<file path="src/rtl/b64d_pkg.sv">
// Types, codes and helpers for the base64 stream decoder
package b64d_pkg;

    // Result status codes
    typedef logic [1:0] status_t;
    localparam status_t ST_OK      = 2'd0;
    localparam status_t ST_BADCHAR = 2'd1;
    localparam status_t ST_FORMAT  = 2'd2;

    localparam logic [7:0] PAD_CHAR = 8'h3D;

    // Default depth of the queue between front and back
    localparam int QUEUE_DEPTH_DEF = 4;

    // Input transaction
    typedef struct packed {
        logic [7:0] in_char;
        logic       end_of_text;
    } in_item_t;

    // Result transaction
    typedef struct packed {
        logic [7:0] out_byte;
        logic       byte_valid;
        status_t    status;
        logic       last;
    } out_item_t;

    // Work handed from front to back: a decoded quad or a status result
    typedef struct packed {
        logic [23:0] triple;
        logic [1:0]  count;
        logic        is_status;
        status_t     status;
        logic        last;
    } op_t;

    // Map a character to {valid, sextet}
    function automatic logic [6:0] sextet_of(input logic [7:0] c);
        logic [7:0] d;
        logic [6:0] r;
        d = 8'd0;
        r = 7'd0;
        if (c >= 8'h41 && c <= 8'h5A)
        begin
            d = c - 8'h41;
            r = {1'b1, d[5:0]};
        end
        else if (c >= 8'h61 && c <= 8'h7A)
        begin
            d = c - 8'h61 + 8'd26;
            r = {1'b1, d[5:0]};
        end
        else if (c >= 8'h30 && c <= 8'h39)
        begin
            d = c - 8'h30 + 8'd52;
            r = {1'b1, d[5:0]};
        end
        else if (c == 8'h2B)
        begin
            r = {1'b1, 6'd62};
        end
        else if (c == 8'h2F)
        begin
            r = {1'b1, 6'd63};
        end
        return r;
    endfunction

endpackage

</file>
<file path="src/rtl/b64d_queue.sv">
// Short queue of decode operations between front and back
module b64d_queue #(
    parameter int DEPTH = b64d_pkg::QUEUE_DEPTH_DEF
) (
    input  logic           clk,
    input  logic           rst_n,
    input  logic           wr_en,
    input  b64d_pkg::op_t  wr_op,
    output logic           full,
    input  logic           rd_en,
    output b64d_pkg::op_t  rd_op,
    output logic           nonempty
);
    import b64d_pkg::*;

    localparam int PTR_W = (DEPTH > 1) ? $clog2(DEPTH) : 1;
    localparam int CNT_W = $clog2(DEPTH + 1);
    localparam logic [PTR_W-1:0] PTR_LAST = PTR_W'(DEPTH - 1);
    localparam logic [CNT_W-1:0] CNT_FULL = CNT_W'(DEPTH);

    op_t              mem_reg [DEPTH];
    logic [PTR_W-1:0] wr_ptr_reg, wr_ptr_next;
    logic [PTR_W-1:0] rd_ptr_reg, rd_ptr_next;
    logic [CNT_W-1:0] cnt_reg, cnt_next;
    logic             do_wr, do_rd;

    assign full     = (cnt_reg == CNT_FULL);
    assign nonempty = (cnt_reg != '0);
    assign rd_op    = mem_reg[rd_ptr_reg];
    assign do_wr    = wr_en && !full;
    assign do_rd    = rd_en && nonempty;

    // Advance pointers with wrap at the queue depth
    always_comb
    begin
        wr_ptr_next = wr_ptr_reg;
        rd_ptr_next = rd_ptr_reg;
        cnt_next    = cnt_reg;
        if (do_wr)
        begin
            wr_ptr_next = (wr_ptr_reg == PTR_LAST) ? '0 : wr_ptr_reg + 1'b1;
        end
        if (do_rd)
        begin
            rd_ptr_next = (rd_ptr_reg == PTR_LAST) ? '0 : rd_ptr_reg + 1'b1;
        end
        if (do_wr && !do_rd)
        begin
            cnt_next = cnt_reg + 1'b1;
        end
        else if (do_rd && !do_wr)
        begin
            cnt_next = cnt_reg - 1'b1;
        end
    end

    always_ff @(posedge clk or negedge rst_n)
    begin
        if (!rst_n)
        begin
            wr_ptr_reg <= '0;
            rd_ptr_reg <= '0;
            cnt_reg    <= '0;
        end
        else
        begin
            wr_ptr_reg <= wr_ptr_next;
            rd_ptr_reg <= rd_ptr_next;
            cnt_reg    <= cnt_next;
        end
    end

    // Store the entry
    always_ff @(posedge clk)
    begin
        if (do_wr)
        begin
            mem_reg[wr_ptr_reg] <= wr_op;
        end
    end

endmodule

</file>
<file path="src/rtl/b64d_front.sv">
// Front end: classifies characters, gathers quads and tracks errors
module b64d_front (
    input  logic               clk,
    input  logic               rst_n,
    input  logic               accept,
    input  b64d_pkg::in_item_t item,
    output logic               op_valid,
    output b64d_pkg::op_t      op
);
    import b64d_pkg::*;

    logic [17:0] acc_reg, acc_next;
    logic [1:0]  pos_reg, pos_next;
    logic [1:0]  pad_reg, pad_next;
    status_t     err_reg, err_next;

    logic        is_pad;
    logic [6:0]  sx;
    logic [5:0]  v;
    status_t     err;
    logic [1:0]  pad_upd;

    assign is_pad = (item.in_char == PAD_CHAR);
    assign sx     = sextet_of(item.in_char);
    assign v      = is_pad ? 6'd0 : sx[5:0];

    // Classify the character and decide the next state and the operation
    always_comb
    begin
        acc_next = acc_reg;
        pos_next = pos_reg;
        pad_next = pad_reg;
        err_next = err_reg;
        op_valid = 1'b0;
        op       = '0;
        err      = ST_OK;
        pad_upd  = pad_reg;

        if (err_reg == ST_OK)
        begin
            if (is_pad)
            begin
                if (pos_reg < 2'd2)
                begin
                    err = ST_FORMAT;
                end
                else
                begin
                    pad_upd = pad_reg + 1'b1;
                end
            end
            else if (!sx[6])
            begin
                err = ST_BADCHAR;
            end
            else if (pad_reg != 2'd0)
            begin
                err = ST_FORMAT;
            end

            if (err == ST_OK)
            begin
                if (pos_reg != 2'd3)
                begin
                    acc_next = {acc_reg[11:0], v};
                    pos_next = pos_reg + 1'b1;
                    pad_next = pad_upd;
                    if (item.end_of_text)
                    begin
                        err = ST_FORMAT;
                    end
                end
                else
                begin
                    if (pad_upd != 2'd0 && !item.end_of_text)
                    begin
                        err = ST_FORMAT;
                    end
                    else
                    begin
                        op_valid     = 1'b1;
                        op.triple    = {acc_reg, v};
                        op.count     = 2'd3 - pad_upd;
                        op.is_status = 1'b0;
                        op.status    = ST_OK;
                        op.last      = item.end_of_text;
                    end
                    acc_next = '0;
                    pos_next = '0;
                    pad_next = '0;
                end
            end
            err_next = err;
        end

        // End of text: report a latched or new error and return to reset state
        if (item.end_of_text)
        begin
            if (err_next != ST_OK)
            begin
                op_valid     = 1'b1;
                op           = '0;
                op.count     = 2'd1;
                op.is_status = 1'b1;
                op.status    = err_next;
                op.last      = 1'b1;
            end
            acc_next = '0;
            pos_next = '0;
            pad_next = '0;
            err_next = ST_OK;
        end
    end

    always_ff @(posedge clk or negedge rst_n)
    begin
        if (!rst_n)
        begin
            acc_reg <= '0;
            pos_reg <= '0;
            pad_reg <= '0;
            err_reg <= ST_OK;
        end
        else if (accept)
        begin
            acc_reg <= acc_next;
            pos_reg <= pos_next;
            pad_reg <= pad_next;
            err_reg <= err_next;
        end
    end

endmodule

</file>
<file path="src/rtl/b64d_back.sv">
// Back end: expands operations into result transactions, one per cycle while the output is not stalled
module b64d_back (
    input  logic                clk,
    input  logic                rst_n,
    input  logic                op_ready,
    input  b64d_pkg::op_t       op_head,
    output logic                op_take,
    output logic                empty,
    input  logic                pop,
    output b64d_pkg::out_item_t result
);
    import b64d_pkg::*;

    logic      cur_valid_reg, cur_valid_next;
    op_t       cur_op_reg, cur_op_next;
    logic [1:0] idx_reg, idx_next;
    logic      out_valid_reg, out_valid_next;
    out_item_t out_reg, out_next;

    logic      can_load, emit, at_end, finish;
    out_item_t res;

    assign can_load = !out_valid_reg || pop;
    assign emit     = cur_valid_reg && can_load;
    assign at_end   = cur_op_reg.is_status || (idx_reg == cur_op_reg.count - 2'd1);
    assign finish   = emit && at_end;
    assign op_take  = op_ready && (!cur_valid_reg || finish);
    assign empty    = !out_valid_reg;
    assign result   = out_reg;

    // Build the result for the current index
    always_comb
    begin
        res = '0;
        if (cur_op_reg.is_status)
        begin
            res.status = cur_op_reg.status;
            res.last   = 1'b1;
        end
        else
        begin
            case (idx_reg)
                2'd0:    res.out_byte = cur_op_reg.triple[23:16];
                2'd1:    res.out_byte = cur_op_reg.triple[15:8];
                2'd2:    res.out_byte = cur_op_reg.triple[7:0];
                default: res.out_byte = 8'd0;
            endcase
            res.byte_valid = 1'b1;
            res.status     = ST_OK;
            res.last       = cur_op_reg.last && at_end;
        end
    end

    // Advance through the operation and refill from the queue
    always_comb
    begin
        cur_valid_next = cur_valid_reg;
        cur_op_next    = cur_op_reg;
        idx_next       = idx_reg;
        out_valid_next = out_valid_reg;
        out_next       = out_reg;

        if (emit)
        begin
            out_valid_next = 1'b1;
            out_next       = res;
            idx_next       = idx_reg + 1'b1;
        end
        else if (pop)
        begin
            out_valid_next = 1'b0;
        end

        if (finish)
        begin
            cur_valid_next = 1'b0;
        end
        if (op_take)
        begin
            cur_valid_next = 1'b1;
            cur_op_next    = op_head;
            idx_next       = '0;
        end
    end

    always_ff @(posedge clk or negedge rst_n)
    begin
        if (!rst_n)
        begin
            cur_valid_reg <= 1'b0;
            idx_reg       <= '0;
            out_valid_reg <= 1'b0;
        end
        else
        begin
            cur_valid_reg <= cur_valid_next;
            idx_reg       <= idx_next;
            out_valid_reg <= out_valid_next;
        end
    end

    // Hold payload
    always_ff @(posedge clk)
    begin
        cur_op_reg <= cur_op_next;
        out_reg    <= out_next;
    end

endmodule

</file>
<file path="src/rtl/base64_stream_decoder_top.sv">
// Top level of the base64 stream decoder
//
// Input channel: one character per transaction on char_item, taken at a
// rising edge with push high and full low; end_of_text marks the final
// character of a string. Result channel: the oldest result sits on
// result_item while empty is low and is taken at an edge with pop high.
// Each completed quad gives one to three byte results; a string with an
// error gives a single status result with last set at its final character.
// A result travels from the queue, written at the edge that takes the character
// that causes it, through the operation register to the output register.
// Throughput: one character per cycle while full is low; the back end drains one
// result per cycle while pop is high, so three results per four characters keep the queue from filling.
// If the receiver stalls, the queue fills and full rises after DEPTH
// operations are waiting. Reset clears the quad state, the error latch,
// the queue and the output register; no result is pending after reset.
module base64_stream_decoder_top #(
    parameter int DEPTH = b64d_pkg::QUEUE_DEPTH_DEF
) (
    input  logic                clk,
    input  logic                rst_n,
    input  logic                push,
    output logic                full,
    input  b64d_pkg::in_item_t  char_item,
    output logic                empty,
    input  logic                pop,
    output b64d_pkg::out_item_t result_item
);
    import b64d_pkg::*;

    logic accept;
    logic op_valid;
    op_t  op;
    op_t  op_head;
    logic op_ready;
    logic op_take;

    assign accept = push && !full;

    b64d_front u_front (
        .clk      (clk),
        .rst_n    (rst_n),
        .accept   (accept),
        .item     (char_item),
        .op_valid (op_valid),
        .op       (op)
    );

    b64d_queue #(
        .DEPTH (DEPTH)
    ) u_queue (
        .clk      (clk),
        .rst_n    (rst_n),
        .wr_en    (accept && op_valid),
        .wr_op    (op),
        .full     (full),
        .rd_en    (op_take),
        .rd_op    (op_head),
        .nonempty (op_ready)
    );

    b64d_back u_back (
        .clk      (clk),
        .rst_n    (rst_n),
        .op_ready (op_ready),
        .op_head  (op_head),
        .op_take  (op_take),
        .empty    (empty),
        .pop      (pop),
        .result   (result_item)
    );

endmodule

</file>
<file path="config.mk">
export PLATFORM = sky130hd
export DESIGN_NAME = base64_stream_decoder_top
export DESIGN_NICKNAME = d
export VERILOG_FILES = /design/src/rtl/b64d_pkg.sv /design/src/rtl/b64d_queue.sv /design/src/rtl/b64d_front.sv /design/src/rtl/b64d_back.sv /design/src/rtl/base64_stream_decoder_top.sv
export SDC_FILE = /design/constraint.sdc
export NUM_CORES = 1
export LEC_CHECK = 0
export BUFFER_PORTS_ARGS = -buffer_cell sky130_fd_sc_hd__clkbuf_2
export CELL_PAD_IN_SITES_DETAIL_PLACEMENT = 0
export CELL_PAD_IN_SITES_GLOBAL_PLACEMENT = 1
export CORE_AREA = 2 2 128 130
export CTS_CLUSTER_SIZE = 20
export DETAILED_ROUTE_END_ITERATION = 8
export DIE_AREA = 0 0 130 132
export GPL_TIMING_DRIVEN = 0
export PLACE_DENSITY_LB_ADDON = 0.1
export SYNTH_ARGS = -nofsm -noshare
export SYNTH_HDL_FRONTEND = slang
export SYNTH_SLANG_ARGS = --single-unit
</file>
<file path="constraint.sdc">
create_clock -name clk -period 7.59 [get_ports clk]
set_input_delay 0.759 -clock clk [delete_from_list [all_inputs] [get_ports clk]]
set_output_delay 0.759 -clock clk [all_outputs]
set_load 0.03 [all_outputs]
</file>
# Word-level counts from Yosys, hierarchy flattened
# Memory sizes are Yosys's and may differ from the RTL's. A register that Yosys moved wholly into a read port is not among the register bits.
# Cells that the tools add are included.
[totals]
reg_bits = 47
ram_bits = 120
input_bits = 13
out_inout_bits = 14
elab_cells = 141
n_memories = 1
[memory_table]
columns = ["memory", "depth", "word_bits", "read_ports", "rd_clocked_by_memory_dff", "wr", "line", "rtl"]
rows = [
  ["u_queue.mem_reg", 4, 30, 1, 1, 1, "b64d_queue.sv:21", "op_t mem_reg [DEPTH];"],
]
[op_classes]
n_addsub = 14
n_lt_le_gt_ge = 7
n_eq_ne = 10
mux = 58
n_reduce_logical = 37
[op_table]
columns = ["cell", "n"]
rows = [
  ["30-bit two-way mux", 6],
  ["18-bit two-way mux", 4],
  ["2-bit two-way mux", 26],
  ["7-bit two-way mux", 5],
  ["8-bit by 6-bit == test with 1-bit output (second input constant)", 3],
  ["8-bit one-hot mux with 3 select lines", 1],
  ["2-bit nonzero test", 9],
  ["8-bit by 7-bit greater-or-equal comparator with 1-bit output (second input constant)", 2],
  ["8-bit by 7-bit less-or-equal comparator with 1-bit output (second input constant)", 2],
  ["1-bit logical AND", 14],
  ["1-bit two-way mux", 13],
  ["6-bit subtractor (second input constant)", 2],
  ["2-bit by 1-bit adder with 2-bit output (second input constant)", 5],
  ["8-bit by 6-bit greater-or-equal comparator with 1-bit output (second input constant)", 1],
  ["8-bit by 6-bit less-or-equal comparator with 1-bit output (second input constant)", 1],
  ["6-bit by 5-bit adder with 6-bit output (second input constant)", 1],
  ["6-bit adder (second input constant)", 1],
  ["2-bit == test (second input constant)", 3],
  ["1-bit logical NOT", 6],
  ["2-bit logical NOT", 3],
  ["3-bit two-way mux", 2],
  ["6-bit two-way mux", 1],
  ["6-bit by 1-bit subtractor with 6-bit output (second input constant)", 1],
  ["3-bit by 1-bit adder with 3-bit output (second input constant)", 1],
  ["11 further kinds", 13],
]

# Depth between registers and ports, before layout
# Gate-level depths: netlist of the first run.
[depth]
word_depth = 22
depth_mapped = 15
depth_no_buf = 13

# By module
# A second synthesis of the first run with hierarchy kept.
[unflattened]
hier_cells = 525
area_unflattened_um2 = 8560.7
[by_module_without_submodules]
columns = ["mod", "n_inst", "cells_each", "area_per_inst_um2", "seq_area_each_um2"]
rows = [
  ["b64d_queue", 1, 194, 4842.1, 3778.6],
  ["b64d_front", 1, 231, 1990.7, 600.6],
  ["b64d_back", 1, 98, 1712.9, 1361.3],
  ["base64_stream_decoder_top", 1, 2, 15.0, 0.0],
]

# Worst setup path after synthesis of the first run
# Ideal clock, no wire load.
[synth_path]
path_kind = "input to register"
from = "input port char_item[3] in the netlist's numbering"
to = "memory u_queue.mem_reg[0][0] in the netlist's numbering, enable pin"
setup_time_ns = 0.417
arrival_ns = 3.806
required_time_ns = 7.173
slack_ns = 3.367
cell_stages = 9
n_path_buf = 2
cell_sequence = "clkbuf_1 -> inv_1 -> ha_1 -> a21o_1 -> o311a_1 -> o32ai_2 -> buf_2 -> a31oi_1 -> nor2_1"
[synth_between]
elab_chain_cells = 20
word_cells_on_any_way = 41
classes_between = "order compare (6); eq/ne (3); mux (23); reduce/logical (9)"
[synth_lines]
columns = ["item", "line", "rtl"]
rows = [
  ["start, declared", "base64_stream_decoder_top.sv:23", "input b64d_pkg::in_item_t char_item,"],
  ["parallel branches: the longest is 15 deep, another holds 8-bit by 6-bit greater-or-equal comparator with 1-bit output", "--", ""],
  ["1-bit two-way mux *", "b64d_front.sv:97", "if (item.end_of_text)"],
  ["1-bit logical AND *", "base64_stream_decoder_top.sv:53", ".wr_en (accept && op_valid),"],
  ["1-bit logical AND *", "b64d_queue.sv:30", "assign do_wr = wr_en && !full;"],
  ["1-bit two-way mux *", "b64d_queue.sv:76", "if (do_wr)"],
  ["1-bit two-way mux (not written as such) *", "b64d_queue.sv:78", "mem_reg[wr_ptr_reg] <= wr_op;"],
  ["end, declared", "b64d_queue.sv:21", ""],
]
# Mark *: on every way between the ends. The select of a mux whose other input is x is not followed.

# Final worst setup path of the first run
[layout_path]
from = "input port char_item[3] in the netlist's numbering"
to = "register u_queue.cnt_reg[2]"
[layout_between]
elab_chain_cells = 21
word_cells_on_any_way = 44
classes_between = "order compare (6); eq/ne (3); mux (22); reduce/logical (13)"
[layout_lines]
columns = ["item", "line", "rtl"]
rows = [
  ["parallel branches: the longest is 15 deep, another holds 8-bit by 6-bit greater-or-equal comparator with 1-bit output", "--", ""],
  ["1-bit two-way mux *", "b64d_front.sv:97", ""],
  ["1-bit logical AND *", "base64_stream_decoder_top.sv:53", ""],
  ["1-bit logical AND *", "b64d_queue.sv:30", ""],
  ["named net u_queue.do_wr", "b64d_queue.sv:25", "logic do_wr, do_rd;"],
  ["1-bit logical NOT", "b64d_queue.sv:51", "else if (do_rd && !do_wr)"],
  ["1-bit logical AND", "b64d_queue.sv:51", ""],
  ["2-bit nonzero test (no line)", "--", ""],
  ["end signal, assigned", "b64d_queue.sv:69", "cnt_reg <= cnt_next;"],
  ["end, declared", "b64d_queue.sv:24", "logic [CNT_W-1:0] cnt_reg, cnt_next;"],
]
# Mark *: on every way through the listed nets, which the timed path passes. The select of a mux whose other input is x is not followed.
# A chain may end at the register's enable or synchronous reset.

==> results of run 1 <==
==> final cells by class <==
class	instances	area share, %
multi-input combinational	298	26.6
clock inverter	15	1.51
clock buffer	17	4.42
buffer	28	1.29
inverter	31	1.21
tap	216	2.81
timing repair buffer	31	2.47
sequential	197	59.7
==> critical path, cell delays in order <==
cell      delay [ns]
clkbuf_2        0.11
clkbuf_1        0.29
inv_1           0.21
ha_1            0.33
a21o_1          0.22
o311a_1         0.21
o32ai_2         0.47
buf_2           0.30
a31oi_1         0.37
nor2_1          0.36
ha_1            0.23
inv_1           0.06
fa_1            0.42
xor2_1          0.17
nor2_1          0.11
xor2_1          0.15
==> placed cells by master, fill, tap and decap left out, types with 4 or more instances in the layout <==
| cell | instances |
|---|---|
| and2_1 | 14 |
| nand2_1 | 32 |
| a222oi_1 | 8 |
| mux2i_1 | 8 |
| mux4_2 | 30 |
| inv_1 | 31 |
| edfxtp_1 | 162 |
| buf_2 | 6 |
| o32ai_1 | 4 |
| nand2b_1 | 10 |
| o21ai_0 | 18 |
| buf_12 | 4 |
| ha_1 | 20 |
| nor3_1 | 11 |
| clkbuf_1 | 14 |
| xnor2_1 | 7 |
| o31ai_1 | 4 |
| nor2_4 | 4 |
| a221oi_1 | 4 |
| nor4_1 | 4 |
| dfrtp_1 | 35 |
| nor2_1 | 35 |
| nand3_1 | 5 |
| o211ai_1 | 9 |
| xor2_1 | 4 |
| clkbuf_2 | 26 |
| buf_1 | 6 |
| a21oi_1 | 8 |
| clkbuf_16 | 17 |
==> worst paths after layout <==
check	to	slack, ns
min reg2reg	u_front.pos_reg[0]	0.49
max	u_queue.cnt_reg[2]	3.16
max reg2reg	u_queue.cnt_reg[2]	3.83
min in group clk	u_front.pos_reg[0]	0.49
max in group asynchronous	u_front.acc_reg[17]	6.48
min	u_queue.cnt_reg[2]	0.48
==> layer usage <==
| layer | track usage, % | vias to the layer above |
|---|---|---|
| li1 | - | 2229 |
| met1 | 28.4 | 2438 |
| met2 | 32.8 | 132 |
| met3 | 4.10 | 25 |
| met4 | 6.93 | 0 |
| met5 | 0 | - |
==> per-stage QoR <==
| step | utilization (%) | cells | hold WS [ns] |
|---|---|---|---|
| after floorplan | - | 554 | 0.457 |
| final | 61.2 | 833 | 0.476 |
| after CTS | 61.2 | 833 | 0.490 |
| after global placement | 56.6 | 796 | 0.474 |
| after global routing | 61.2 | 833 | 0.526 |
| after detailed placement | 57.6 | 801 | 0.480 |
==> report_power, final <==
| group | leakage (nW) | internal, mW | total, mW | switching, mW |
|---|---|---|---|---|
| combinational | 1.14 | 0.354 | 0.841 | 0.487 |
| clock | 0.276 | 0.460 | 0.856 | 0.395 |
| sequential | 1.96 | 1.44 | 1.53 | 0.0864 |
| total | 3.37 | 2.25 | 3.22 | 0.969 |
==> kinds of logic after synthesis <==
kind of cell | Yosys count | share of synthesized area (%)
buffers and inverters | 59 | 2.83
flip-flops | 197 | 67.5
adder cells (fa/ha/maj) | 21 | 3.18
AND/OR/NAND/NOR | 134 | 7.80
AO/OA/AOI/OAI | 91 | 8.24
XOR/XNOR | 11 | 1.13
multiplexers | 41 | 9.29
==> results.sh, run 1 <==
export IMPL_p_leak_nw=3.37
export IMPL_multiInputGateArea_mm2=0.00256
export IMPL_clock_sinks=197
export IMPL_synth_cells=554
export IMPL_cts_buffers=17
export IMPL_synth_cell_types=65
export IMPL_area_delta_synth_final_pct=13.2
export IMPL_setup_tns_ns=0
export IMPL_synthTopCellsByCount="edfxtp_1, nor2_1, dfrtp_1, nand2_1, inv_1"
export IMPL_gp_congestion=0.904
export IMPL_regToRegStartpoint="u_front.pad_reg[0]"
export IMPL_yosysMostFrequentCell="edfxtp_1"
export IMPL_wl_met1_mm=7.27
export IMPL_critPathKind="in -> reg"
export IMPL_power_density_mw_per_mm2=335
export IMPL_final_net_count=638
export IMPL_yosysSeqAreaShare_pct=67.5
export IMPL_routed_top_layer="met4"
export IMPL_setup_viol=0
export IMPL_largest_reg_flops=120
export IMPL_synth_area_top_cells="edfxtp_1, dfrtp_1, mux4_2, ha_1, nor2_1"
export IMPL_first_iter_violations=373
export IMPL_cts_tree="done"
export IMPL_async_flop_share_pct=17.8
export IMPL_cts_root_buf="clkbuf_16"
export IMPL_cp_max_fo=10
export IMPL_start_util_pct=54.1
export IMPL_ff2ff_path_depth=12
export IMPL_htreeDepth=4
export IMPL_grt_usage_pct=20.5
export IMPL_wl_per_cell_um=19.6
export IMPL_yosys_most_used_dff="edfxtp_1"
export IMPL_synth_nets=588
export IMPL_num_rows=46
export IMPL_max_freq_ghz=0.226
export IMPL_io_pins=27
export IMPL_maxSlewViolCount=0
export IMPL_design_area_mm2=0.00962
export IMPL_grt_pass1_wl_mm=26.2
export IMPL_layout_min_cycle_time_ns=4.43
export IMPL_portBuffers=26
export IMPL_seq_area_mm2=0.00574
export IMPL_setup_ws_ns=3.16
export IMPL_yosysWarnings=0
export IMPL_cts_hold_buf=0
export IMPL_crit_required_ns=7.95
export IMPL_cp_end_kind="flop"
export IMPL_status="completed"
export IMPL_tightest_slew_ns=1.02
export IMPL_yosysTopAreaCell="edfxtp_1"
export IMPL_final_layout_size_suffix_gt1_share_pct=19.1
export IMPL_routed_wl_mm=16.3
export IMPL_timing_final_crit_share_pct=58.4
export IMPL_antenna_found_initial=0
export IMPL_grt_pass1_vias=4915
export IMPL_diodes=0
export IMPL_cts_setup_buffers=0
export IMPL_synth_top_area_share_pct=57.2
export IMPL_peakVddDrop_mv=0.164
export IMPL_post_place_ws_ns=2.81
export IMPL_ant_nets=0
export IMPL_synth_ff_latch_count=197
export IMPL_fp_dieH_um=132
export IMPL_netlist_area_mm2=0.00850
export IMPL_grt_overflow=0
export IMPL_n_fill_cell=1217
export IMPL_drt_pass1_iter_count=5
export IMPL_min_path_type="in -> async"
export IMPL_maxCapViolations=0
export IMPL_dp_hpwl_mm=11.6
export IMPL_crit_arrival_ns=4.78
export IMPL_drc=0
export IMPL_finalPower_mw=3.22
export IMPL_viasPerCell=5.79
export IMPL_syn_area_per_cell_um2=15.3
export IMPL_num_vias=4824
export IMPL_coreArea_mm2=0.0157
export IMPL_cts_repair_resized=0
export IMPL_fp_dieW_um=130
export IMPL_grt_max_degree=36
export IMPL_clk_pin_slew_ns=0.07
export IMPL_hold_viol=0
export IMPL_placed_cell_area_mm2=0.00905
export IMPL_maxSlewHeadroom_pct=31.8
export IMPL_synth_edf_count=162
export IMPL_dieArea_mm2=0.0172
export IMPL_met2_length_mm=8.11
export IMPL_start_kind="primary input"
export IMPL_rsz0062_at_grt="no"
export IMPL_crit_start="char_item[3]"
export IMPL_clock_latency_ns=0.43
export IMPL_clock_skew_ns=0.00915
export IMPL_clockBufferDepth=2
export IMPL_dr_wl_met3_um=692
Note: power is estimated with default switching activity, not from simulation.
==> inputs of run 2 (changes only) <==
Settings changed: CORE_AREA 2 2 128 130 to 2 2 130 132, DIE_AREA 0 0 130 132 to 0 0 132 134.
Clock period 7.59 ns to 4.6 ns, I/O delays scaled along.
==> run 2 against run 1 <==
Net effect: sequential cell count unchanged; count of clock-buffer cells in the layout increased by 2; final area decreased by 0.10%; non-clock buffer count unchanged; cell count increased by 0.36%; sequential power increased by 65%; worst setup slack got worse by 2.7 ns; critical path depth unchanged; routed wire length increased by 0.66%; core utilization decreased by 2.2 points; critical path type unchanged; critical endpoint unchanged; largest cell class unchanged.
==> results.sh, run 2 (synthesis results as in run 1) <==
export IMPL_timing_final_crit_share_pct=89.6
export IMPL_n_fill_cell=1280
export IMPL_rsz0062_at_grt="no"
export IMPL_maxSlewViolCount=0
export IMPL_routed_top_layer="met4"
export IMPL_start_kind="primary input"
export IMPL_dieArea_mm2=0.0177
export IMPL_grt_overflow=0
export IMPL_p_leak_nw=3.36
export IMPL_cp_max_fo=10
export IMPL_grt_pass1_vias=4875
export IMPL_coreArea_mm2=0.0163
export IMPL_cts_repair_resized=0
export IMPL_crit_required_ns=4.95
export IMPL_maxCapViolations=0
export IMPL_final_net_count=638
export IMPL_power_density_mw_per_mm2=551
export IMPL_cp_slowest_stage_delay_ns=0.46
export IMPL_clockBufferDepth=2
export IMPL_p_seq_share_pct=47.5
export IMPL_rrSetupSlack_ns=0.88
export IMPL_ant_nets=0
export IMPL_post_place_ws_ns=0.121
export IMPL_swShare_pct=29.3
export IMPL_num_vias=4768
export IMPL_wl_per_cell_um=19.7
export IMPL_pwr_share_comb_pct=25.8
export IMPL_tightest_slew_ns=1.05
export IMPL_cts_root_buf="clkbuf_16"
export IMPL_drc=0
export IMPL_dp_hpwl_mm=11.5
export IMPL_maxSlewHeadroom_pct=29.9
export IMPL_setup_ws_ns=0.480
export IMPL_cts_setup_buffers=0
export IMPL_multiInputGateArea_mm2=0.00256
export IMPL_max_freq_ghz=0.243
export IMPL_ff2ff_path_depth=12
export IMPL_largest_reg_flops=120
export IMPL_clock_sinks=197
export IMPL_cts_buffers=17
export IMPL_finalPower_mw=5.30
export IMPL_worstPathCellList="clkbuf_2, clkbuf_1, inv_1, ha_1, a21o_1, o311a_1, o32ai_2, buf_2, a31oi_1, nor2_1, ha_1, inv_1, fa_1, xor2_1, nor2_1, xor2_1"
export IMPL_grt_max_degree=36
export IMPL_first_iter_violations=374
export IMPL_htreeDepth=4
export IMPL_dr_wl_met3_um=570
export IMPL_final_cell_mix="edfxtp_1, nor2_1, dfrtp_1"
export IMPL_grt_pass1_wl_mm=26.4
export IMPL_cp_end_kind="flop"
export IMPL_hold_viol=0
export IMPL_seq_area_mm2=0.00574
export IMPL_final_common_cell="edfxtp_1"
export IMPL_clkPwrFrac_pct=26.7
export IMPL_viasPerCell=5.70
export IMPL_clock_skew_ns=0.0147
export IMPL_layout_min_cycle_time_ns=4.12
export IMPL_grt_usage_pct=19.8
export IMPL_cts_hold_buf=0
export IMPL_io_pins=27
export IMPL_portBuffers=26
export IMPL_p_int_mw=3.75
export IMPL_cts_tree="done"
export IMPL_setup_viol=0
export IMPL_p_sw_mw=1.55
export IMPL_start_util_pct=52.2
export IMPL_crit_arrival_ns=4.47
export IMPL_path_buf_inv=5
export IMPL_critPathKind="in -> reg"
export IMPL_wl_met1_mm=7.26
export IMPL_diodes=0
export IMPL_min_path_type="in -> async"
export IMPL_gp_congestion=0.864
export IMPL_routed_wl_mm=16.4
export IMPL_slowest_stage="o32ai_2"
export IMPL_r2r_end="u_queue.cnt_reg[2]"
export IMPL_status="completed"
export IMPL_drt_pass1_iter_count=5
export IMPL_num_rows=47
export IMPL_area_delta_synth_final_pct=13.1
export IMPL_fp_dieH_um=134
export IMPL_fp_dieW_um=132
export IMPL_clock_latency_ns=0.43
export IMPL_regToRegStartpoint="u_front.pad_reg[0]"
export IMPL_clk_pin_slew_ns=0.06
export IMPL_crit_family="compound AO/OA/AOI/OAI gates"
export IMPL_antenna_found_initial=0
export IMPL_peakVddDrop_mv=0.345
export IMPL_final_layout_size_suffix_gt1_share_pct=18.5
export IMPL_met2_length_mm=8.35
==> run 2: cell count changes in the layout (fill, tap and decap cells not counted), sizes merged <==
cell,delta
bufinv,+1
clkbuf,+2
clkinv,+2
clkinvlp,-2
inv,-4
==> run 2: power groups by stage <==
stage	logic, mW	registers (mW)	clock network (mW)
3_3_place_gp	1.31	2.56	0
6_report	1.37	2.52	1.42
3_5_place_dp	1.39	2.55	0
5_1_grt	1.51	2.55	1.51
2_1_floorplan	0.913	2.61	0
4_1_cts	1.39	2.52	1.44
==> run 2: layer usage <==
metal | GRT usage, % | vias up
li1 | - | 2231
met1 | 25.6 | 2400
met2 | 34.1 | 120
met3 | 3.93 | 17
met4 | 6.70 | 0
met5 | 0 | -
==> run 2: area by class of cell <==
class                   instances  area share (%)
clock inverters                12            1.35
inverters                      31            1.21
clock buffers                  19            4.50
flip-flops and latches        197            59.7
plain buffers                  28            1.29
well taps                     220            2.86
multi-input cells             298            26.7
repair buffers                 31            2.40
==> run 2: worst max-delay path by stage <==
| stage | from | endpoint | slack [ns] | cells after the start |
|---|---|---|---|---|
| floorplan | char_item[3] | u_queue.mem_reg[0][0] | 0.68 | 9 |
| global placement | char_item[3] | u_queue.mem_reg[0][28] | -0.96 | 10 |
| detailed placement | char_item[3] | u_queue.cnt_reg[2] | 0.12 | 16 |
| CTS | char_item[3] | u_queue.cnt_reg[2] | 0.55 | 16 |
| global route | char_item[3] | u_queue.cnt_reg[2] | 0.25 | 16 |
| finish | char_item[3] | u_queue.cnt_reg[2] | 0.48 | 16 |
==> run 2: worst reg2reg max path: stages, from the launching register on <==
cell and delay (ns):
dfrtp_1 0.40, inv_1 0.11, ha_1 0.34, or4_1 0.57
o31ai_1 0.23, a31oi_1 0.51, nor2_1 0.34, ha_1 0.23
inv_1 0.07, fa_1 0.43, xor2_1 0.17, nor2_1 0.11
xor2_1 0.15
==> run 2: per-stage QoR <==
step	hold WS [ns]	instances	util, %	setup TNS, ns	instance area [µm²]
2_1_floorplan	0.164	554	-	0	8500
3_3_place_gp	0.474	800	54.7	-112.18	8910
3_5_place_dp	0.480	805	55.5	0	9050
4_1_cts	0.213	836	59.0	0	9610
5_1_grt	0.249	836	59.0	0	9610
6_report	0.188	836	59.0	0	9610
==> inputs of run 3 (changes only) <==
==> constraint.sdc (replaced) <==
create_clock -name clk -period 4.6 [get_ports clk]
set_input_delay 0.92 -clock clk [delete_from_list [all_inputs] [get_ports clk]]
set_output_delay 0.92 -clock clk [all_outputs]
set_load 0.03 [all_outputs]
==> run 3 against run 2 <==
Net effect: worst setup slack got worse by 0.084 ns; non-clock buffer count decreased by 1; register-to-register slack improved by 0.16 ns; first-iteration DRC count increased by 5.3%; sequential share of layout area about the same; critical path depth decreased by 1; routed wire length decreased by 0.11%; critical endpoint unchanged; largest cell class unchanged; largest power group unchanged; highest routed layer unchanged.
==> results.sh, run 3 (synthesis results as in run 1) <==
export IMPL_cts_root_buf="clkbuf_16"
export IMPL_num_rows=47
export IMPL_fp_dieW_um=132
export IMPL_wl_per_cell_um=19.7
export IMPL_clockBufferDepth=2
export IMPL_portBuffers=26
export IMPL_fp_dieH_um=134
export IMPL_area_delta_synth_final_pct=13.1
export IMPL_grt_overflow=0
export IMPL_final_cell_count_no_fill=835
export IMPL_post_place_ws_ns=-0.339
export IMPL_grt_pass1_wl_mm=26.4
export IMPL_min_path_type="reg -> reg"
export IMPL_dp_hpwl_mm=11.5
export IMPL_busiest_layer="met2"
export IMPL_gr_usage_met2_pct=34.1
export IMPL_rsz0062_at_grt="no"
export IMPL_final_cell_mix="edfxtp_1, nor2_1, dfrtp_1"
export IMPL_hold_viol=0
export IMPL_p_leak_nw=3.36
export IMPL_dp_cells=805
export IMPL_holdWs_ns=0.487
export IMPL_coreArea_mm2=0.0163
export IMPL_drt_pass1_iter_count=6
export IMPL_max_freq_ghz=0.238
export IMPL_maxCapViolations=0
export IMPL_timing_final_crit_share_pct=91.4
export IMPL_cp_max_fo=10
export IMPL_antenna_found_initial=0
export IMPL_final_common_cell="edfxtp_1"
export IMPL_cts_setup_buffers=0
export IMPL_num_vias=4761
export IMPL_maxSlewHeadroom_pct=32.7
export IMPL_grt_max_degree=36
export IMPL_dieArea_mm2=0.0177
export IMPL_maxSlewViolCount=0
export IMPL_crit_arrival_ns=4.56
export IMPL_grt_usage_pct=19.8
export IMPL_cts_tree="done"
export IMPL_diodes=0
export IMPL_status="completed"
export IMPL_clock_skew_ns=0.00789
export IMPL_routed_wl_mm=16.4
export IMPL_cp_end_kind="flop"
export IMPL_gp_congestion=0.864
export IMPL_start_util_pct=52.2
export IMPL_slowest_stage="o32ai_2"
export IMPL_worstPathCellList="clkbuf_2, inv_1, ha_1, a21o_1, o311a_1, o32ai_2, buf_2, a31oi_2, nor2_1, ha_1, inv_1, fa_1, xor2_1, nor2_1, xor2_1"
export IMPL_first_iter_violations=394
export IMPL_drc=0
export IMPL_layout_min_cycle_time_ns=4.20
export IMPL_grtUsageMet3_pct=3.93
export IMPL_clock_latency_ns=0.43
export IMPL_clk_pin_slew_ns=0.06
export IMPL_viasPerCell=5.70
export IMPL_cts_buffers=17
export IMPL_htreeDepth=4
export IMPL_crit_required_ns=4.95
export IMPL_setup_viol=0
export IMPL_largest_reg_flops=120
export IMPL_grt_pass1_vias=4875
export IMPL_peakVddDrop_mv=0.345
export IMPL_path_buf_inv=4
export IMPL_power_density_mw_per_mm2=551
export IMPL_cp_slowest_stage_delay_ns=0.46
export IMPL_setup_ws_ns=0.396
export IMPL_final_layout_size_suffix_gt1_share_pct=18.7
export IMPL_ant_nets=0
export IMPL_clock_sinks=197
export IMPL_met1_usage_pct=25.6
export IMPL_critPathKind="in -> reg"
export IMPL_io_pins=27
export IMPL_final_net_count=637
export IMPL_crit_family="compound AO/OA/AOI/OAI gates"
export IMPL_tightest_slew_ns=1.01
export IMPL_start_kind="primary input"
[run 3: worst paths after layout]
check	depth (start not counted)	startpoint	end	slack [ns]
worst max-delay path	15	char_item[3]	u_queue.cnt_reg[2]	0.40
worst min-delay path	1	u_queue.cnt_reg[2]	u_queue.cnt_reg[2]	0.49
worst max register to register	12	u_front.pad_reg[0]	u_queue.cnt_reg[2]	1.04
worst min register to register	1	u_queue.cnt_reg[2]	u_queue.cnt_reg[2]	0.49
max in group asynchronous	1	rst_n	u_front.acc_reg[15]	3.32
min in group asynchronous	1	rst_n	u_queue.cnt_reg[1]	0.64
[run 3: through the flow]
step / util (%) / cell area [µm²] / power [mW] / setup TNS (ns)
after global routing: 59.0 / 9610 / 5.57 / 0
after detailed placement: 55.5 / 9050 / 3.94 / -0.584
after CTS: 59.0 / 9610 / 5.35 / 0
after floorplan: - / 8500 / 3.52 / 0
after global placement: 54.7 / 8910 / 3.87 / -167.83
final: 59.0 / 9610 / 5.30 / 0
[run 3: area by class of cell]
| class | instances | area, µm² |
|---|---|---|
| clock buffer | 19 | 433 |
| tap | 220 | 275 |
| inverter | 31 | 116 |
| timing repair buffer | 31 | 230 |
| sequential | 197 | 5740 |
| clock inverter | 12 | 130 |
| buffer | 27 | 120 |
| multi-input combinational | 298 | 2570 |
| fill | 1286 | 6680 |
[run 3: per-layer routing]
layer  wire length [µm]  vias to the layer above
met5                  0                        -
met4                289                        0
met3                744                       19
met2               8330                      142
met1               7040                     2362
li1                   -                     2238
[run 3: what timing repair did]
action,4_1_cts,5_1_grt
hold buffers,0,0
endpoints found under the setup margin,0,2
hold endpoints to repair,0,0
resized for setup,0,1
[run 3: report_power, final]
| part | internal [mW] | switching (mW) | leakage [nW] |
|---|---|---|---|
| combinational | 0.575 | 0.793 | 1.13 |
| sequential | 2.37 | 0.141 | 1.96 |
| clock | 0.798 | 0.617 | 0.275 |
